[config.mk]
export PLATFORM = sky130hd
export DESIGN_NAME = ubh_div
export DESIGN_NICKNAME = d
export VERILOG_FILES = /design/src/rtl/core/ubh_pkg.sv /design/src/rtl/core/ubh_div.sv
export SDC_FILE = /design/constraint.sdc
export NUM_CORES = 1
export LEC_CHECK = 0
export BUFFER_PORTS_ARGS = -buffer_cell sky130_fd_sc_hd__buf_4
export CORE_MARGIN = 3
export CORE_UTILIZATION = 55
export CTS_CLUSTER_DIAMETER = 80
export DETAILED_ROUTE_END_ITERATION = 10
export MAX_ROUTING_LAYER = met4
export PLACE_DENSITY = 0.77
export SETUP_SLACK_MARGIN = 0.02
export SLEW_MARGIN = 10
export SYNTH_ARGS = -nofsm -noshare
export SYNTH_HDL_FRONTEND = slang
export SYNTH_SLANG_ARGS = --single-unit
export TNS_END_PERCENT = 100
[constraint.sdc]
create_clock -name clk -period 7.1 [get_ports clk]
set_input_delay 0 -clock clk [delete_from_list [all_inputs] [get_ports clk]]
set_output_delay 0 -clock clk [all_outputs]
set_load 0.05 [all_outputs]
[src/rtl/core/ubh_pkg.sv]
package ubh_pkg;

  // operation codes
  localparam logic OP_ADD  = 1'b0;
  localparam logic OP_READ = 1'b1;

  // configuration register indexes
  localparam logic REG_BIN_WIDTH   = 1'b0;
  localparam logic REG_BINS_IN_USE = 1'b1;

  localparam int CFG_W      = 31;
  localparam int FRAC_ONE   = 65536;
  localparam int FRAC_W     = 17;
  localparam int EDGE_W     = 39;
  localparam int USE_W      = 9;
  localparam int USE_RESET  = 256;

  typedef struct packed {
    logic               operation;
    logic signed [31:0] sample;
    logic [7:0]         bin_index;
  } in_t;

  typedef struct packed {
    logic              placed;
    logic [7:0]        placed_bin;
    logic [31:0]       bin_count;
    logic [31:0]       total_count;
    logic [31:0]       overflow_count;
    logic [31:0]       underflow_count;
    logic [FRAC_W-1:0] bin_fraction;
    logic [FRAC_W-1:0] below_fraction;
    logic [FRAC_W-1:0] from_fraction;
    logic [EDGE_W-1:0] low_edge;
    logic [EDGE_W-1:0] high_edge;
  } out_t;

  // saturating increment of a 32-bit counter
  function automatic logic [31:0] sat_inc(input logic [31:0] v);
    logic [31:0] r;
    r = (v == 32'hFFFF_FFFF) ? v : v + 32'd1;
    return r;
  endfunction

endpackage

[src/rtl/core/ubh_div.sv]
module ubh_div #(
  parameter int DW = 56
) (
  input  logic          clk,
  input  logic          rst,
  input  logic          start,
  input  logic [DW-1:0] dividend,
  input  logic [31:0]   divisor,
  output logic          done,
  output logic [DW-1:0] quotient
);
  import ubh_pkg::*;

  localparam int CNT_W = $clog2(DW + 1);

  logic [DW-1:0]    work;
  logic [32:0]      rem;
  logic [31:0]      dsor;
  logic [CNT_W-1:0] cnt;
  logic             busy;
  logic [32:0]      rem_sh;
  logic             take;

  // one quotient bit per cycle, restoring
  assign rem_sh = {rem[31:0], work[DW-1]};
  assign take   = rem_sh >= {1'b0, dsor};

  always_ff @(posedge clk) begin
    if (rst) begin
      busy <= 1'b0;
      done <= 1'b0;
      cnt  <= '0;
    end else begin
      done <= 1'b0;
      if (start) begin
        busy <= 1'b1;
        cnt  <= CNT_W'(DW);
        work <= dividend;
        dsor <= divisor;
        rem  <= '0;
      end else if (busy) begin
        rem  <= take ? rem_sh - {1'b0, dsor} : rem_sh;
        work <= {work[DW-2:0], take};
        cnt  <= cnt - 1'b1;
        if (cnt == CNT_W'(1)) begin
          busy <= 1'b0;
          done <= 1'b1;
        end
      end
    end
  end

  assign quotient = work;

endmodule

==> flow_summary.ini, run 1 <==
[run_status]
run_status = finished clean

[power_and_ir_drop]
sequentialPowerShare_pct = 37.4
powerDensity_nw_per_um2 = 263.3
power_frac_comb_pct = 25.4
p_sw_mw = 0.7395
p_leak_nw = 4.064
ir_worst_vdd_v = 0.0002294
p_sw_share_pct = 29.20
intPower_mw = 1.793
clkPwrFrac_pct = 37.2

[floorplan]
core_area_um2 = 12110
core.rowCount = 40
die_h_um = 117.6
die-area_um2 = 13830
start_util_pct = 56.58
die_x_um = 117.6
io_pins = 148

[synthesis]
synth_area_leaders = edfxtp_1, mux2_2, ha_1, mux2i_1, nor2_1
ys_types = 46
syn-num-nets = 679
synth_seq_cells = 128
synth_flop_cell = edfxtp_1
yosys.area.top_type = edfxtp_1
synth-edff-count = 120
async_flop_share_pct = 0
yosys_warnings = 0
ys_seq_area_share_pct = 54.92
synth_cells = 553
postSynthAreaPerCell_um2 = 12.39
synth_top_area_share_pct = 52.58
syn_area_um2 = 6853

[timing]
skew_ns = 0.01142
max_freq_mhz = 248.1
holdWs_ns = 0.1760
fin_tns_setup_ns = 0
rsz0062_at_grt = false
finalHoldViolCount = 0
maxSlewViolCount = 0
final.period_utilization_pct = 56.78
min_period_ns = 4.031
maxSlewHeadroom_pct = 20.66
worst_pin_slew_ns = 1.190
setup_viol = 0

[worst_setup_path]
critPathMaxFanout = 19
cp.arrival_ns = 4.21
worstRegToRegCells = 11
cp_data_required_time_ns = 7.28
worst_setup_path_end_kind = register
start_kind = register
reg2reg_slack_ns = 3.07
worstSetupPathType = reg -> reg

[global_routing]
grt.busiest_layer = met2
antenna_found_initial = 0
grt_pass1_wl_um = 30050
grt_max_degree = 90
track_usage_pct = 28.70
grt_use_met1_pct = 33.78
use_met3_pct = 8.121
grt_pass1_vias = 5723
grt.overflow.total = 0
grt.met2_usage_pct = 47.36

[cells_and_area]
layout_commonest_cell = buf_4
nFillCells = 712
multi_input_area_um2 = 2841
fin_area_um2 = 9617
instances_no_fill = 974
seq_area_um2 = 3764
layout_common_cells = buf_4, edfxtp_1, dlygate4sd3_1
diodes = 0
area_delta_synth_final_pct = 40.33
drive_gt1_share_pct = 30.27
nNetsFinal = 919

[placement]
dp_hpwl_um = 10960
dp.cells = 853
gp_congestion = 0.9322
placed_area_um2 = 8095
io_buffers = 147

[detailed_routing]
wl_per_cell_um = 19.50
wirelength_um = 18990
drc = 0
viasPerCell = 5.615
first_pass_iters = 5
postRouteAntennaNets = 0
drt_iter0_drc = 394
vias = 5469

[clock_tree]
clockRootBuffer = clkbuf_16
htreeDepth = 4
cts_resized = 0
clk_latency_ns = 0.43
cts_buffers = 17
ctsLongestPathBuffers = 2
path_clk_slew_ns = 0.06
cts_tree = yes
cts_sinks = 128

[min_path]
min_path_type = in -> reg
min_path_cells = 2

[job]
maxCapViolCount = 0
## cells by family after synthesis
| logic type | share of synthesized area, % |
|---|---|
| AO/OA/AOI/OAI | 10.17 |
| XOR/XNOR | 4.346 |
| adder cells (fa/ha/maj) | 6.500 |
| buffers and inverters | 3.761 |
| flip-flops | 54.92 |
| multiplexers | 12.40 |
| AND/OR/NAND/NOR | 7.906 |
## state kept, by name, summed over array words and instances (netlist names)
signal	flops
rem	32
cnt	6
done	1
quotient	56
dsor	32
busy	1
## timing repair
item | 4_1_cts | 5_1_grt
setup buffers | 0 | 0
hold endpoints to repair | 95 | 0
hold buffers | 89 | 0
## metal layers
layer  up-vias  share of wire (%)
met5         -                  0
met2       253                 50
met4         0                2.7
li1       2524                  -
met1      2644                 40
met3        48                7.7
## synthesized netlist by cell type, types with 3 or more instances
| cell | number |
|---|---|
| dfxtp_1 | 8 |
| a21o_1 | 17 |
| mux2_2 | 55 |
| nand4_1 | 6 |
| edfxtp_1 | 120 |
| a21oi_1 | 23 |
| inv_1 | 39 |
| buf_1 | 6 |
| o21bai_1 | 5 |
| nor2b_1 | 8 |
| mux2i_1 | 23 |
| a22o_1 | 6 |
| ha_1 | 34 |
| and3_1 | 6 |
| o211ai_1 | 3 |
| nand3_1 | 7 |
| a211oi_1 | 7 |
| xnor2_1 | 20 |
| nor2_1 | 50 |
| nand2_1 | 26 |
| clkbuf_1 | 10 |
| xor2_1 | 14 |
| nor3_1 | 6 |
| o21a_1 | 4 |
| o21ai_0 | 20 |
## power groups by stage
| stage | clock, mW | sequential [mW] | combinational [mW] |
|---|---|---|---|
| after floorplan | 0 | 1.02 | 0.379 |
| after global placement | 0 | 0.954 | 0.573 |
| after detailed placement | 0 | 0.956 | 0.584 |
| after CTS | 0.941 | 0.943 | 0.629 |
| after global routing | 0.981 | 0.953 | 0.695 |
| final | 0.943 | 0.947 | 0.642 |
## path summary, 6_finish.rpt
check	startpoint	end
max	rem[9]$_SDFFCE_PP0P_	rem[24]$_SDFFCE_PP0P_
min	start	quotient[14]$_DFFE_PP_
max reg2reg	rem[9]$_SDFFCE_PP0P_	rem[24]$_SDFFCE_PP0P_
min reg2reg	cnt[1]$_SDFFE_PP0P_	cnt[1]$_SDFFE_PP0P_
## metrics by stage
stage / util [%] / total power [mW] / setup WS, ns
global placement: 66.84 / 1.527 / 3.126
global route: 79.40 / 2.629 / 2.825
floorplan: - / 1.400 / 2.230
finish: 79.40 / 2.532 / 3.069
detailed placement: 66.84 / 1.540 / 3.055
CTS: 79.40 / 2.513 / 3.055
## layout make-up
type / instances / area share (%)
Clock buffer: 20 / 4.645
Clock inverter: 12 / 1.913
Inverter: 39 / 1.522
Multi-Input combinational cell: 367 / 29.55
Sequential cell: 128 / 39.14
Tap cell: 168 / 2.186
Timing Repair Buffer: 240 / 21.05
## worst max-delay path: stages, from the launching register on
cell	delay, ns
edfxtp_1	0.39
ha_1	0.39
a211oi_2	0.23
nor2_1	0.09
o41a_1	0.33
or3_4	0.41
a21oi_4	0.22
o21ai_2	0.11
o21ai_2	0.69
buf_4	0.43
nor2_1	0.19
a32o_1	0.29
Power figures use the tool's default switching activity.
==> run 2: changes to the inputs <==
==> constraint.sdc (replaced) <==
create_clock -name clk -period 3.76 [get_ports clk]
set_input_delay 0 -clock clk [delete_from_list [all_inputs] [get_ports clk]]
set_output_delay 0 -clock clk [all_outputs]
set_load 0.05 [all_outputs]
==> run 2 against run 1 <==
Routed wire length fell by 2.0%. Via count is 0.71% lower. Clock-buffer cell count grew 3. Sequential power rose by 89%. Clock skew about the same. Die area is the same. Global-route usage is 0.60 points lower. Register-to-register slack lost 2.7 ns. Largest cell class unchanged.
==> flow_summary.ini, run 2 (synthesized netlist as in run 1, its figures left out) <==
[run_status]
run_status = finished clean

[power_and_ir_drop]
ir_worst_vdd_v = 0.0003250
powerDensity_nw_per_um2 = 478.8
clkPwrFrac_pct = 34.4
p_sw_mw = 1.361
power_frac_comb_pct = 26.6
p_sw_share_pct = 29.73
p_leak_nw = 4.050
sequentialPowerShare_pct = 39.0
intPower_mw = 3.218
finalPower_mw = 4.579

[cells_and_area]
drive_gt1_share_pct = 30.32
seq_area_um2 = 3764
area_delta_synth_final_pct = 39.55
diodes = 0
instances_no_fill = 976
nFillCells = 717
multi_input_area_um2 = 2841
nNetsFinal = 921
layout_common_cells = buf_4, edfxtp_1, dlygate4sd3_1
largest_reg_flops = 56
layout_commonest_cell = buf_4
fin_area_um2 = 9563

[worst_setup_path]
critPathMostFrequentCell = o21ai_2
critical-path-max-stage-delay_ns = 0.41
slowest_stage = ha_1
cp.arrival_ns = 3.67
crit_buf_inv = 1
timing.critical_path.cells = ha_1 -> a211oi_2 -> nor2_1 -> o41a_1 -> or3_4 -> a21oi_4 -> o21ai_2 -> o21ai_2 -> buf_4 -> nor2b_1 -> a22o_1
worstSetupPathType = reg -> reg
cp_data_required_time_ns = 4.04
cp_top_family = compound AO/OA/AOI/OAI gates
worst_setup_path_end_kind = register
start_kind = register
critPathMaxFanout = 15
reg2reg_slack_ns = 0.38

[global_routing]
grt.overflow.total = 0
grt_max_degree = 93
track_usage_pct = 28.10
grt_pass1_wl_um = 29920
antenna_found_initial = 0
grt_pass1_vias = 5815

[clock_tree]
clk_latency_ns = 0.42
cts_buffers = 17
path_clk_slew_ns = 0.06
cts_resized = 0
htreeDepth = 4
clockRootBuffer = clkbuf_16
cts_tree = yes
cts_sinks = 128
ctsLongestPathBuffers = 2

[timing]
fin_ws_ns = 0.3776
maxSlewViolCount = 0
fin_tns_setup_ns = 0
rsz0062_at_grt = false
setup_viol = 0
min_period_ns = 3.382
max_freq_mhz = 295.6
finalHoldViolCount = 0
worst_pin_slew_ns = 1.102
final.period_utilization_pct = 89.96
maxSlewHeadroom_pct = 26.53
skew_ns = 0.01102

[placement]
gp_congestion = 0.8953
dp.cells = 855
io_buffers = 147
post-place-ws_ns = 0.3931
placed_area_um2 = 8110
dp_hpwl_um = 11180

[job]
maxCapViolCount = 0

[floorplan]
die_h_um = 117.6
die_x_um = 117.6
start_util_pct = 56.58
io_pins = 148
core.rowCount = 40
die-area_um2 = 13830
core_area_um2 = 12110

[detailed_routing]
viasPerCell = 5.564
vias = 5430
wirelength_um = 18620
drt_iter0_drc = 391
drc = 0
postRouteAntennaNets = 0
first_pass_iters = 5
wl_per_cell_um = 19.07

[min_path]
min_path_type = in -> reg
[run 2: cell type report]
class	instances	share of cell area, %
multi-input combinational	367	29.71
timing repair buffer	242	21.33
tap	168	2.198
clock buffer	23	4.998
inverter	39	1.531
clock inverter	9	0.8766
sequential	128	39.36
[run 2: metrics by stage]
step           util [%]  hold WS (ns)
2_1_floorplan         -       0.09887
3_3_place_gp      66.96        0.1783
3_5_place_dp      66.96        0.1793
4_1_cts           78.96        0.1858
5_1_grt           78.96        0.1941
6_report          78.96        0.1976
[run 2: what timing repair did]
item,in CTS,in global routing
buffers inserted,0,0
hold buffers,89,0
hold endpoints to repair,95,0
[run 2: metal layers]
metal  global-route usage [%]  share of wire [%]  wire, um
met5                        -                  0         0
met4                    10.55                3.4       632
met3                    7.016                6.4      1185
met2                    47.18                 50      9291
met1                    32.82                 40      7508
[run 2: path summary, 6_finish.rpt]
kind	startpoint	endpoint	depth (start not counted)
setup reg to reg	rem[9]$_SDFFCE_PP0P_	rem[20]$_SDFFCE_PP0P_	11
hold reg to reg	cnt[1]$_SDFFE_PP0P_	cnt[1]$_SDFFE_PP0P_	2
hold / removal	start	dsor[30]$_DFFE_PP_	2
setup / recovery	rem[9]$_SDFFCE_PP0P_	rem[20]$_SDFFCE_PP0P_	11
[run 2: power groups by stage]
stage | Combinational, mW | Sequential, mW | Clock (mW)
CTS | 1.20 | 1.78 | 1.58
finish | 1.22 | 1.79 | 1.58
detailed placement | 1.11 | 1.80 | 0
global placement | 1.09 | 1.80 | 0
floorplan | 0.715 | 1.93 | 0
global route | 1.32 | 1.80 | 1.65
